[src/rtl/rdacc_pkg.sv]
// ----------------------------------------------------------------------------
// rdacc_pkg: shared types and constants for the RMS deviation accumulator
// Field widths, arithmetic widths, transaction structs and the squaring phase.
// ----------------------------------------------------------------------------
package rdacc_pkg;

   // Set size limit and coordinate width
   localparam int MAX_PAIRS  = 65536;
   localparam int COORD_BITS = 20;

   // Accumulator and result widths
   localparam int SUM_W    = 60;
   localparam int COUNT_W  = 17;
   localparam int DEV_W    = 22;
   localparam int SQUARE_W = 2 * COORD_BITS;

   // Divide / square root datapath widths
   localparam int ROOT_W = SUM_W / 2;
   localparam int REM_W  = ROOT_W + 4;
   localparam int UNIT_W = REM_W + 2;
   localparam int STEP_W = $clog2(SUM_W);

   // Axis handled by the shared squarer in each cycle of a pair
   typedef enum logic [1:0] {
      PHASE_X,
      PHASE_Y,
      PHASE_Z,
      PHASE_LAST
   } phase_type;

   typedef struct packed {
      logic signed [COORD_BITS-1:0] first_x;
      logic signed [COORD_BITS-1:0] first_y;
      logic signed [COORD_BITS-1:0] first_z;
      logic signed [COORD_BITS-1:0] second_x;
      logic signed [COORD_BITS-1:0] second_y;
      logic signed [COORD_BITS-1:0] second_z;
      logic                         final_pair;
   } req_type;

   typedef struct packed {
      logic [DEV_W-1:0]   deviation;
      logic [COUNT_W-1:0] pair_count;
      logic               count_overflow;
   } rsp_type;

endpackage

[src/rtl/rms_deviation_accumulator.sv]
// ----------------------------------------------------------------------------
// rms_deviation_accumulator: root mean square deviation of two point sets
// Accumulates squared coordinate differences of matching point pairs and, on
// the final pair, returns floor(sqrt(floor(sum / count))) with the count.
// ----------------------------------------------------------------------------
// Each request transaction carries one pair of matching points in signed
// fixed point with 8 fraction bits. A pair that does not end the set holds
// the block busy, stalling requests, while one shared squarer handles x, y and
// z in turn and each square is added into the 60-bit saturating sum. For the
// final pair, after the sum is complete, one compare-subtract unit produces
// the 60 quotient bits of sum / count one per cycle and then the 30 root bits
// one per cycle; the block then notes the finished root and loads the
// response, later if the previous response is still stalled. The response
// transaction is held in an output register, so the next set can start while
// it waits.
// Pairs beyond 65536 in one set are dropped and flagged by count_overflow.
// State clears after each response.
module rms_deviation_accumulator (
   input  logic               clock,
   input  logic               reset,
   input  logic               req_valid,
   output logic               req_stall,
   input  rdacc_pkg::req_type req_data,
   output logic               rsp_valid,
   input  logic               rsp_stall,
   output rdacc_pkg::rsp_type rsp_data
);

   localparam int SW  = rdacc_pkg::SUM_W;
   localparam int CW  = rdacc_pkg::COUNT_W;
   localparam int DW  = rdacc_pkg::DEV_W;
   localparam int SXW = rdacc_pkg::SUM_W + 1;

   typedef enum logic [2:0] {
      ST_IDLE,
      ST_SQUARE,
      ST_LAUNCH,
      ST_ROOT,
      ST_FINISH
   } state_type;

   state_type            state_ff, state_in;
   rdacc_pkg::phase_type phase_ff, phase_in;
   rdacc_pkg::req_type   pair_ff, pair_in;
   logic                 final_ff, final_in;
   logic                 add_en_ff, add_en_in;
   logic [SW-1:0]        sum_ff, sum_in;
   logic [CW-1:0]        pairs_ff, pairs_in;
   logic                 overflow_ff, overflow_in;
   logic                 rsp_valid_ff, rsp_valid_in;
   rdacc_pkg::rsp_type   rsp_ff, rsp_in;

   logic [rdacc_pkg::SQUARE_W-1:0] product;
   logic [SXW-1:0]                 sum_wide;
   logic [SW-1:0]                  sum_sat;
   logic                           pairs_full;
   logic                           root_start;
   logic                           root_done;
   logic [rdacc_pkg::ROOT_W-1:0]   root;

   rdacc_sqdiff u_sqdiff (
      .clock   (clock),
      .pair    (pair_ff),
      .phase   (phase_ff),
      .product (product)
   );

   rdacc_divsqrt u_divsqrt (
      .clock (clock),
      .reset (reset),
      .start (root_start),
      .sum   (sum_ff),
      .count (pairs_ff),
      .done  (root_done),
      .root  (root)
   );

   // Saturating add of one square into the running sum
   always_comb begin
      sum_wide   = {1'b0, sum_ff} + SXW'(product);
      sum_sat    = sum_wide[SW] ? {SW{1'b1}} : sum_wide[SW-1:0];
      pairs_full = pairs_ff == CW'(rdacc_pkg::MAX_PAIRS);
   end

   // Sequence accumulation and the end of a set
   always_comb begin
      state_in     = state_ff;
      phase_in     = phase_ff;
      pair_in      = pair_ff;
      final_in     = final_ff;
      add_en_in    = add_en_ff;
      sum_in       = sum_ff;
      pairs_in     = pairs_ff;
      overflow_in  = overflow_ff;
      rsp_valid_in = rsp_valid_ff;
      rsp_in       = rsp_ff;
      root_start   = 1'b0;

      // Drop the response once taken
      if (rsp_valid_ff && !rsp_stall) begin
         rsp_valid_in = 1'b0;
      end

      unique case (state_ff)
         ST_IDLE: begin
            if (req_valid) begin
               pair_in  = req_data;
               final_in = req_data.final_pair;
               phase_in = rdacc_pkg::PHASE_X;
               state_in = ST_SQUARE;
               // Past the limit the pair only marks overflow
               if (pairs_full) begin
                  overflow_in = 1'b1;
                  add_en_in   = 1'b0;
               end else begin
                  add_en_in = 1'b1;
                  pairs_in  = pairs_ff + 1'b1;
               end
            end
         end
         ST_SQUARE: begin
            if (phase_ff != rdacc_pkg::PHASE_X && add_en_ff) begin
               sum_in = sum_sat;
            end
            unique case (phase_ff)
               rdacc_pkg::PHASE_X: phase_in = rdacc_pkg::PHASE_Y;
               rdacc_pkg::PHASE_Y: phase_in = rdacc_pkg::PHASE_Z;
               rdacc_pkg::PHASE_Z: phase_in = rdacc_pkg::PHASE_LAST;
               rdacc_pkg::PHASE_LAST: begin
                  state_in = final_ff ? ST_LAUNCH : ST_IDLE;
               end
            endcase
         end
         ST_LAUNCH: begin
            root_start = 1'b1;
            state_in   = ST_ROOT;
         end
         ST_ROOT: begin
            if (root_done) begin
               state_in = ST_FINISH;
            end
         end
         ST_FINISH: begin
            // Load the response when the output register is free
            if (!rsp_valid_ff || !rsp_stall) begin
               rsp_valid_in          = 1'b1;
               rsp_in.deviation      = root[DW-1:0];
               rsp_in.pair_count     = pairs_ff;
               rsp_in.count_overflow = overflow_ff;
               sum_in                = '0;
               pairs_in              = '0;
               overflow_in           = 1'b0;
               state_in              = ST_IDLE;
            end
         end
         default: begin
            state_in = ST_IDLE;
         end
      endcase
   end

   always_ff @(posedge clock) begin
      if (reset) begin
         state_ff     <= ST_IDLE;
         sum_ff       <= '0;
         pairs_ff     <= '0;
         overflow_ff  <= 1'b0;
         rsp_valid_ff <= 1'b0;
      end else begin
         state_ff     <= state_in;
         sum_ff       <= sum_in;
         pairs_ff     <= pairs_in;
         overflow_ff  <= overflow_in;
         rsp_valid_ff <= rsp_valid_in;
      end
      phase_ff  <= phase_in;
      pair_ff   <= pair_in;
      final_ff  <= final_in;
      add_en_ff <= add_en_in;
      rsp_ff    <= rsp_in;
   end

   assign req_stall = state_ff != ST_IDLE;
   assign rsp_valid = rsp_valid_ff;
   assign rsp_data  = rsp_ff;

endmodule

[src/rtl/rdacc_sqdiff.sv]
// ----------------------------------------------------------------------------
// rdacc_sqdiff: shared difference-and-square unit
// Squares the difference of one selected axis per cycle into a register.
// ----------------------------------------------------------------------------
module rdacc_sqdiff (
   input  logic                                clock,
   input  rdacc_pkg::req_type                  pair,
   input  rdacc_pkg::phase_type                phase,
   output logic [rdacc_pkg::SQUARE_W-1:0]      product
);

   localparam int CW = rdacc_pkg::COORD_BITS;

   logic signed [CW-1:0]            coord_a;
   logic signed [CW-1:0]            coord_b;
   logic [CW:0]                     diff;
   logic [CW:0]                     diff_neg;
   logic [CW-1:0]                   mag;
   logic [rdacc_pkg::SQUARE_W-1:0]  product_in;
   logic [rdacc_pkg::SQUARE_W-1:0]  product_ff;

   // Select the axis for this cycle
   always_comb begin
      unique case (phase)
         rdacc_pkg::PHASE_Y: begin
            coord_a = pair.first_y;
            coord_b = pair.second_y;
         end
         rdacc_pkg::PHASE_Z: begin
            coord_a = pair.first_z;
            coord_b = pair.second_z;
         end
         default: begin
            coord_a = pair.first_x;
            coord_b = pair.second_x;
         end
      endcase
   end

   // Take the magnitude of second minus first and square it
   always_comb begin
      diff       = {coord_b[CW-1], coord_b} - {coord_a[CW-1], coord_a};
      diff_neg   = -diff;
      mag        = diff[CW] ? diff_neg[CW-1:0] : diff[CW-1:0];
      product_in = {{CW{1'b0}}, mag} * {{CW{1'b0}}, mag};
   end

   always_ff @(posedge clock) begin
      product_ff <= product_in;
   end

   assign product = product_ff;

endmodule

[src/rtl/rdacc_divsqrt.sv]
// ----------------------------------------------------------------------------
// rdacc_divsqrt: iterative mean and square root
// One shared compare-subtract unit runs a restoring divide of the sum by the
// count, one quotient bit per cycle, then a digit-by-digit square root of the
// quotient, one root bit per cycle.
// ----------------------------------------------------------------------------
module rdacc_divsqrt (
   input  logic                               clock,
   input  logic                               reset,
   input  logic                               start,
   input  logic [rdacc_pkg::SUM_W-1:0]        sum,
   input  logic [rdacc_pkg::COUNT_W-1:0]      count,
   output logic                               done,
   output logic [rdacc_pkg::ROOT_W-1:0]       root
);

   localparam int SW = rdacc_pkg::SUM_W;
   localparam int CW = rdacc_pkg::COUNT_W;
   localparam int RW = rdacc_pkg::ROOT_W;
   localparam int MW = rdacc_pkg::REM_W;
   localparam int UW = rdacc_pkg::UNIT_W;
   localparam int TW = rdacc_pkg::STEP_W;

   typedef enum logic [1:0] {
      DS_IDLE,
      DS_DIV,
      DS_SQRT
   } ds_state_type;

   ds_state_type  state_ff, state_in;
   logic [TW-1:0] step_ff, step_in;
   logic [SW-1:0] work_ff, work_in;
   logic [MW-1:0] rem_ff, rem_in;
   logic [RW-1:0] root_ff, root_in;
   logic [CW-1:0] divisor_ff, divisor_in;
   logic          done_ff, done_in;

   logic [UW-1:0] op_a;
   logic [UW-1:0] op_b;
   logic [UW:0]   sub;
   logic          ge;

   // Feed the shared compare-subtract unit for the current mode
   always_comb begin
      if (state_ff == DS_SQRT) begin
         op_a = {rem_ff, work_ff[SW-1 -: 2]};
         op_b = UW'({root_ff, 2'b01});
      end else begin
         op_a = UW'({rem_ff[CW-1:0], work_ff[SW-1]});
         op_b = UW'(divisor_ff);
      end
      sub = {1'b0, op_a} - {1'b0, op_b};
      ge  = ~sub[UW];
   end

   // Sequence the divide, then the root
   always_comb begin
      state_in   = state_ff;
      step_in    = step_ff;
      work_in    = work_ff;
      rem_in     = rem_ff;
      root_in    = root_ff;
      divisor_in = divisor_ff;
      done_in    = 1'b0;
      unique case (state_ff)
         DS_IDLE: begin
            if (start) begin
               work_in    = sum;
               divisor_in = count;
               rem_in     = '0;
               step_in    = TW'(SW - 1);
               state_in   = DS_DIV;
            end
         end
         DS_DIV: begin
            rem_in  = ge ? sub[MW-1:0] : op_a[MW-1:0];
            work_in = {work_ff[SW-2:0], ge};
            step_in = step_ff - 1'b1;
            if (step_ff == '0) begin
               // Empty count yields a zero mean
               if (divisor_ff == '0) begin
                  work_in = '0;
               end
               rem_in   = '0;
               root_in  = '0;
               step_in  = TW'(RW - 1);
               state_in = DS_SQRT;
            end
         end
         DS_SQRT: begin
            rem_in  = ge ? sub[MW-1:0] : op_a[MW-1:0];
            root_in = {root_ff[RW-2:0], ge};
            work_in = {work_ff[SW-3:0], 2'b00};
            step_in = step_ff - 1'b1;
            if (step_ff == '0) begin
               done_in  = 1'b1;
               state_in = DS_IDLE;
            end
         end
         default: begin
            state_in = DS_IDLE;
         end
      endcase
   end

   always_ff @(posedge clock) begin
      if (reset) begin
         state_ff <= DS_IDLE;
         done_ff  <= 1'b0;
      end else begin
         state_ff <= state_in;
         done_ff  <= done_in;
      end
      step_ff    <= step_in;
      work_ff    <= work_in;
      rem_ff     <= rem_in;
      root_ff    <= root_in;
      divisor_ff <= divisor_in;
   end

   assign done = done_ff;
   assign root = root_ff;

endmodule

[config.mk]
export PLATFORM = sky130hd
export DESIGN_NAME = rms_deviation_accumulator
export DESIGN_NICKNAME = d
export VERILOG_FILES = /design/src/rtl/rdacc_pkg.sv /design/src/rtl/rms_deviation_accumulator.sv /design/src/rtl/rdacc_sqdiff.sv /design/src/rtl/rdacc_divsqrt.sv
export SDC_FILE = /design/constraint.sdc
export NUM_CORES = 2
export LEC_CHECK = 0
export CORE_UTILIZATION = 35
export CTS_CLUSTER_SIZE = 12
export DETAILED_ROUTE_END_ITERATION = 8
export DONT_BUFFER_PORTS = 1
export HOLD_SLACK_MARGIN = 0.12
export PLACE_DENSITY = 0.56
export SYNTH_ARGS = -nofsm -noshare
export SYNTH_HDL_FRONTEND = slang
export SYNTH_SLANG_ARGS = --single-unit
[constraint.sdc]
create_clock -name clock -period 17.3 [get_ports clock]
set_input_delay 3.46 -clock clock [delete_from_list [all_inputs] [get_ports clock]]
set_output_delay 3.46 -clock clock [all_outputs]
set_load 0.01 [all_outputs]
### Word-level counts from Yosys, hierarchy flattened

Cells that the tools add are included.

* bits in registers: 436
* latch bits: 0
* RAM bits: 0
* bits in read-only memories: 0
* input bits: 125
* memories kept: 0

* add/subtract/negate cells: 6
* multiply operators: 1
* div/mod/pow operators: 0
* $lt $le $gt $ge: 0
* equality and inequality tests: 21
* shifts and indexed selects: 0
* mux-type cells: 49
* bitwise operators: 2
* reductions and logical operators: 29

Operator list (count)
* 60-bit two-way mux: 6
* 60-bit case mux with 3 select lines: 1
* 60-bit case mux with 2 select lines: 1
* 34-bit two-way mux: 3
* 34-bit case mux with 3 select lines: 1
* 20-bit case mux with 2 select lines: 2
* 60-bit by 40-bit adder with 61-bit output: 1
* 30-bit case mux with 2 select lines: 1
* 17-bit two-way mux: 3
* 20-bit by 20-bit multiplier with 40-bit output: 1
* 36-bit by 32-bit subtractor with 37-bit output: 1
* 36-bit two-way mux: 1
* 17-bit case mux with 2 select lines: 1
* 32-bit two-way mux: 1
* 30-bit two-way mux: 1
* 20-bit by 20-bit subtractor with 21-bit output: 1
* 20-bit two-way mux: 1
* 20-bit negator: 1
* 6-bit case mux with 3 select lines: 1
* 17-bit by 1-bit adder with 17-bit output, second input constant: 1
* 17-bit == test, second input constant: 1
* 17-bit logical NOT: 1
* 3-bit case mux with 5 select lines: 1
* 2-bit != test, second input constant: 7
* other kinds (28): 68

### Depth between registers and ports, before layout

* depth in word-level cells: 7
* gate-level depth with buffers: 49
* gate-level depth less buffers: 46

### Modules after synthesis

Synthesis repeated with hierarchy kept, for this count alone.

* cell total of the unflattened synthesis: 3575
* area total of the unflattened synthesis: 35089.9 µm²

By module, submodules not included
* rdacc_sqdiff: times used 1, cells each 1724, area an instance 15009.4 µm², sequential area each 780.7 µm²
* rms_deviation_accumulator: times used 1, cells each 952, area an instance 11039.3 µm², sequential area each 6566.3 µm²
* rdacc_divsqrt: times used 1, cells each 899, area an instance 9041.2 µm², sequential area each 4474.3 µm²

### Worst setup path after synthesis

Ideal clock, no wire load.

* kind: register to register
* start: register phase_ff[0]
* end: register u_sqdiff.product_ff (netlist bit u_sqdiff.product[38])
* setup time: 0.072 ns
* data arrival time: 10.623 ns
* data required time: 17.228 ns
* setup slack: 6.605 ns
* cell stages (with the launch flop): 43
* buffers on the path: 3
* clock period less this slack: 10.695 ns
* cells stage by stage: edfxtp_1 -> inv_1 -> ha_1 -> clkbuf_1 -> buf_1 -> nor2_1 -> a21oi_1 -> ha_1 -> inv_1 -> fa_1 -> a21o_1 -> a21oi_1 -> nor4b_1 -> o311ai_1 -> a21o_1 -> nor4_4 -> nor2_1 -> xor2_1 -> (+7 left out) -> inv_1 -> fa_1 -> inv_1 -> fa_1 -> fa_1 -> ha_1 -> a21o_1 -> a21o_1 -> a21o_1 -> a21o_1 -> a21oi_1 -> nor2_1 -> a211oi_1 -> o21a_1 -> a21oi_1 -> o41a_1 -> a21boi_0 -> xnor2_1

* word-level cells in the longest chain between the ends: 6
* elaborated cells on any way between the ends: 8
* those cells by class: add/sub (2); mul (1); eq/ne (2); mux (3)

RTL lines
* from (decl): line rms_deviation_accumulator.sv:43 `rdacc_pkg::phase_type phase_ff, phase_in;`
* from (signal assigned): line rms_deviation_accumulator.sv:176 `phase_ff <= phase_in;`
* 2-bit == test or 2-bit by 1-bit == test with 1-bit output (tied branches): line rdacc_sqdiff.sv:24 `unique case (phase)`
* 20-bit case mux with 2 select lines: line rdacc_sqdiff.sv:24
* 20-bit by 20-bit subtractor with 21-bit output *: line rdacc_sqdiff.sv:42 `diff = {coord_b[CW-1], coord_b} - {coord_a[CW-1], coord_a};`
* 20-bit negator: line rdacc_sqdiff.sv:43 `diff_neg = -diff;`
* 20-bit two-way mux *: line rdacc_sqdiff.sv:44 `mag = diff[CW] ? diff_neg[CW-1:0] : diff[CW-1:0];`
* 20-bit by 20-bit multiplier with 40-bit output *: line rdacc_sqdiff.sv:45 `product_in = {{CW{1'b0}}, mag} * {{CW{1'b0}}, mag};`
* via u_sqdiff.product_in (one bit): line rdacc_sqdiff.sv:19 `logic [rdacc_pkg::SQUARE_W-1:0] product_in;`
* to (signal assigned): line rdacc_sqdiff.sv:49 `product_ff <= product_in;`
* to (decl): line rdacc_sqdiff.sv:20 `logic [rdacc_pkg::SQUARE_W-1:0] product_ff;`

The timed path passes the listed nets; every way through them passes the cells marked *.
A chain may end at the register's enable or synchronous reset.

### Final worst setup path

* start: register phase_ff[0]
* end: register u_sqdiff.product_ff (netlist bit u_sqdiff.product[28])

The elaborated chain is that of the path after synthesis.

==> results.md <==
* Status: finished clean
* Clk root buf: clkbuf_16
* Number of H-tree levels at 2
* First-pass GRT wire length at 130000 um
* Tot GR Track Use at 16.5%
* Post-synth EDFFs at 311
* Synth top area cells: edfxtp_1, fa_1, ha_1
* Cts bufs inserted at 48
* Rows at 113
* Hold_buf cts at 0
* Final TNS setup at 0 ns
* Drt drc at 0
* Die area at 0.0970 mm^2
* Max cap viols at 0
* I/O pin count at 167
* Die X at 311 um
* Clock Latency Late Sink at 0.63 ns
* Mapped Area at 0.0335 mm^2
* Cell repeated most along the worst path: fa_1
* Post-DRT Antenna Nets at 0
* Cells after Synth at 3393
* Tcrit/Tclk final at 73.7%
* Ys Warns at 0
* Die height at 311 um
* Area growth syn-to-layout at 9.12%
* Synth top area share at 27.9%
* Primary FF master, synth: edfxtp_1
* Async SR Flop Fraction at 0%
* Number of global-route vias before repair at 23900
* Post-CTS Setup Bufs at 0
* DR iter-0 viols at 1344
* Arrival time worst endpoint at 13.25 ns
* Initial Util at 35.3%
* Worst setup EP type: flop
* Crit Path Category: flop to flop
* Drt via density at 5.05
* Origin of the worst setup path: phase_ff[0]
* Tmin final at 12.75 ns
* Global route total overflow at 0
* Clock transition at path regs at 0.06 ns
* Worst min path class: flop to flop
* CTS tree: yes
* Final Hold Fails at 0
* Share of layout cells above drive strength 1 at 5.35%
* Hold_sp: u_divsqrt.root[17]
* DPL Wire Length at 61500 um
* Largest net degree at the start of global routing at 103
* Gpl congestion at 0.869
* Total Nets Final at 4004
* Most common cell in the netlist: inv_1
* CP peak stage delay at 0.80 ns
* CP startpoint kind: flop
* Final core utilization at 38.6%
* Worst Tran Pin Value at 1.00 ns
* Share of the yosys chip area belonging to registers at 35.3%
* Worst Path Required at 17.81 ns
* Post_cts resized at 0
* Clock net sink count at 435
* Syn_area_per_cell at 9.88 um^2
* Initial antenna violation count at 5
* Deepest clock path buffer count at 3
* Drt wl/cell at 17.2 um
* Synth area leader: edfxtp_1
* Relative slew slack at 32.6%
* Fill cell count at 9402
* RSZ-0062 raised after global routing: no
* Largest fanout on the critical path at 59
* Syn Nets at 4051
* Number of port buffers at 0
* Total wire length at 80000 um
* Setup Skew at 0.0510 ns
* Slowest stage cell, crit path: xnor2_1
* Final setup vio count at 0
* #FFs+latches synth at 435
* Worst flop-to-flop path startpoint: phase_ff[0]
* Max-slew violations at 0
* Top cells by count, synth: inv_1, edfxtp_1, nor2_1, a21oi_1, fa_1
* Via count at 23500
* Pre-antenna DRT Iters at 5
* Synth unique cells at 91
* Core Area at 0.0949 mm^2
* Fmax at 78.5 MHz
registers in the layout (all words and copies together) (netlist names), 2 cells and up:
signal,flops
u_divsqrt.step_ff,6
pair_ff,120
u_divsqrt.root,30
rsp_data,40
u_divsqrt.divisor_ff,17
sum_ff,60
u_divsqrt.rem_ff,34
phase_ff,2
pairs_ff,17
state_ff,3
u_divsqrt.state_ff,2
u_sqdiff.product,39
u_divsqrt.work_ff,60
logic make-up (layout without fill, tap and decap cells):
logic type / count (synthesis) / count (layout) / share of synthesized area, %
buffers and inverters: 604 / 593 / 6.85
AO/OA/AOI/OAI: 798 / 798 / 15.3
XOR/XNOR: 151 / 151 / 4.05
AND/OR/NAND/NOR: 851 / 851 / 11.6
flip-flops: 435 / 435 / 35.3
adder cells (fa/ha/maj): 533 / 533 / 26.2
multiplexers: 21 / 21 / 0.731
other: 0 / 3 / 0
worst max-delay path, delay by kind of cell, from the launching register on:
| family | cells | cell delay [ns] |
|---|---|---|
| xor gates and xnor gates | 2 | 0.95 |
| and+or+nand+nor | 9 | 1.64 |
| adders and majority gates | 10 | 4.97 |
| buffers and inverters | 8 | 1.59 |
| DFF | 1 | 0.42 |
| AOI/OAI and AO/OA | 12 | 3.03 |
metal layers:
metal | wire (um) | share of wire (%) | global-route usage [%] | vias up
met3 | 3390 | 4.2 | 2.31 | 100
li1 | - | - | - | 11600
met1 | 37200 | 47 | 22.5 | 11400
met5 | 13 | 0.016 | 0 | -
met2 | 37300 | 47 | 27.2 | 447
met4 | 2080 | 2.6 | 4.91 | 2
per-stage QoR:
step           cells  hold WS [ns]  cell area [um^2]  setup WS [ns]
2_1_floorplan   3393         0.409             33500           6.61
3_3_place_gp    4561         0.426             34900           5.25
3_5_place_dp    4561         0.430             34900           4.81
4_1_cts         4647         0.449             36600           4.72
5_1_grt         4649         0.460             36600           3.64
6_report        4650         0.445             36600           4.56
final timing paths:
kind,end,slack (ns),cells after the start
max reg2reg,u_sqdiff.product[28],4.56,41
min reg2reg,rsp_data[35],0.44,0
min,rsp_data[35],0.44,0
max,u_sqdiff.product[28],4.56,41
cell type report:
cell class	count	area (um^2)	share of cell area (%)
diodes	3	7.51	0.0205
clock buffers	66	1340	3.67
clock inverters	20	295	0.807
inverters	467	1760	4.80
multi-input cells	2354	19500	53.2
flip-flops and latches	435	11800	32.3
well taps	1265	1580	4.33
repair buffers	40	300	0.821
layout by cell type (no fill, tap or decap), types with 38 or more instances in the layout:
master     count
nand2_1      259
nand3_1       38
a22oi_1      100
xnor2_1       93
nor2_1       309
fa_1         283
nor3_1        46
a21oi_1      301
a21o_1        79
clkbuf_16     50
xor2_1        53
ha_1         245
dfxtp_1      124
and2_1        51
buf_4         40
inv_1        459
o21ai_0      116
edfxtp_1     311
Power is not shown: default switching activity piles up to over one toggle a cycle in this logic, so the estimate is an artifact.
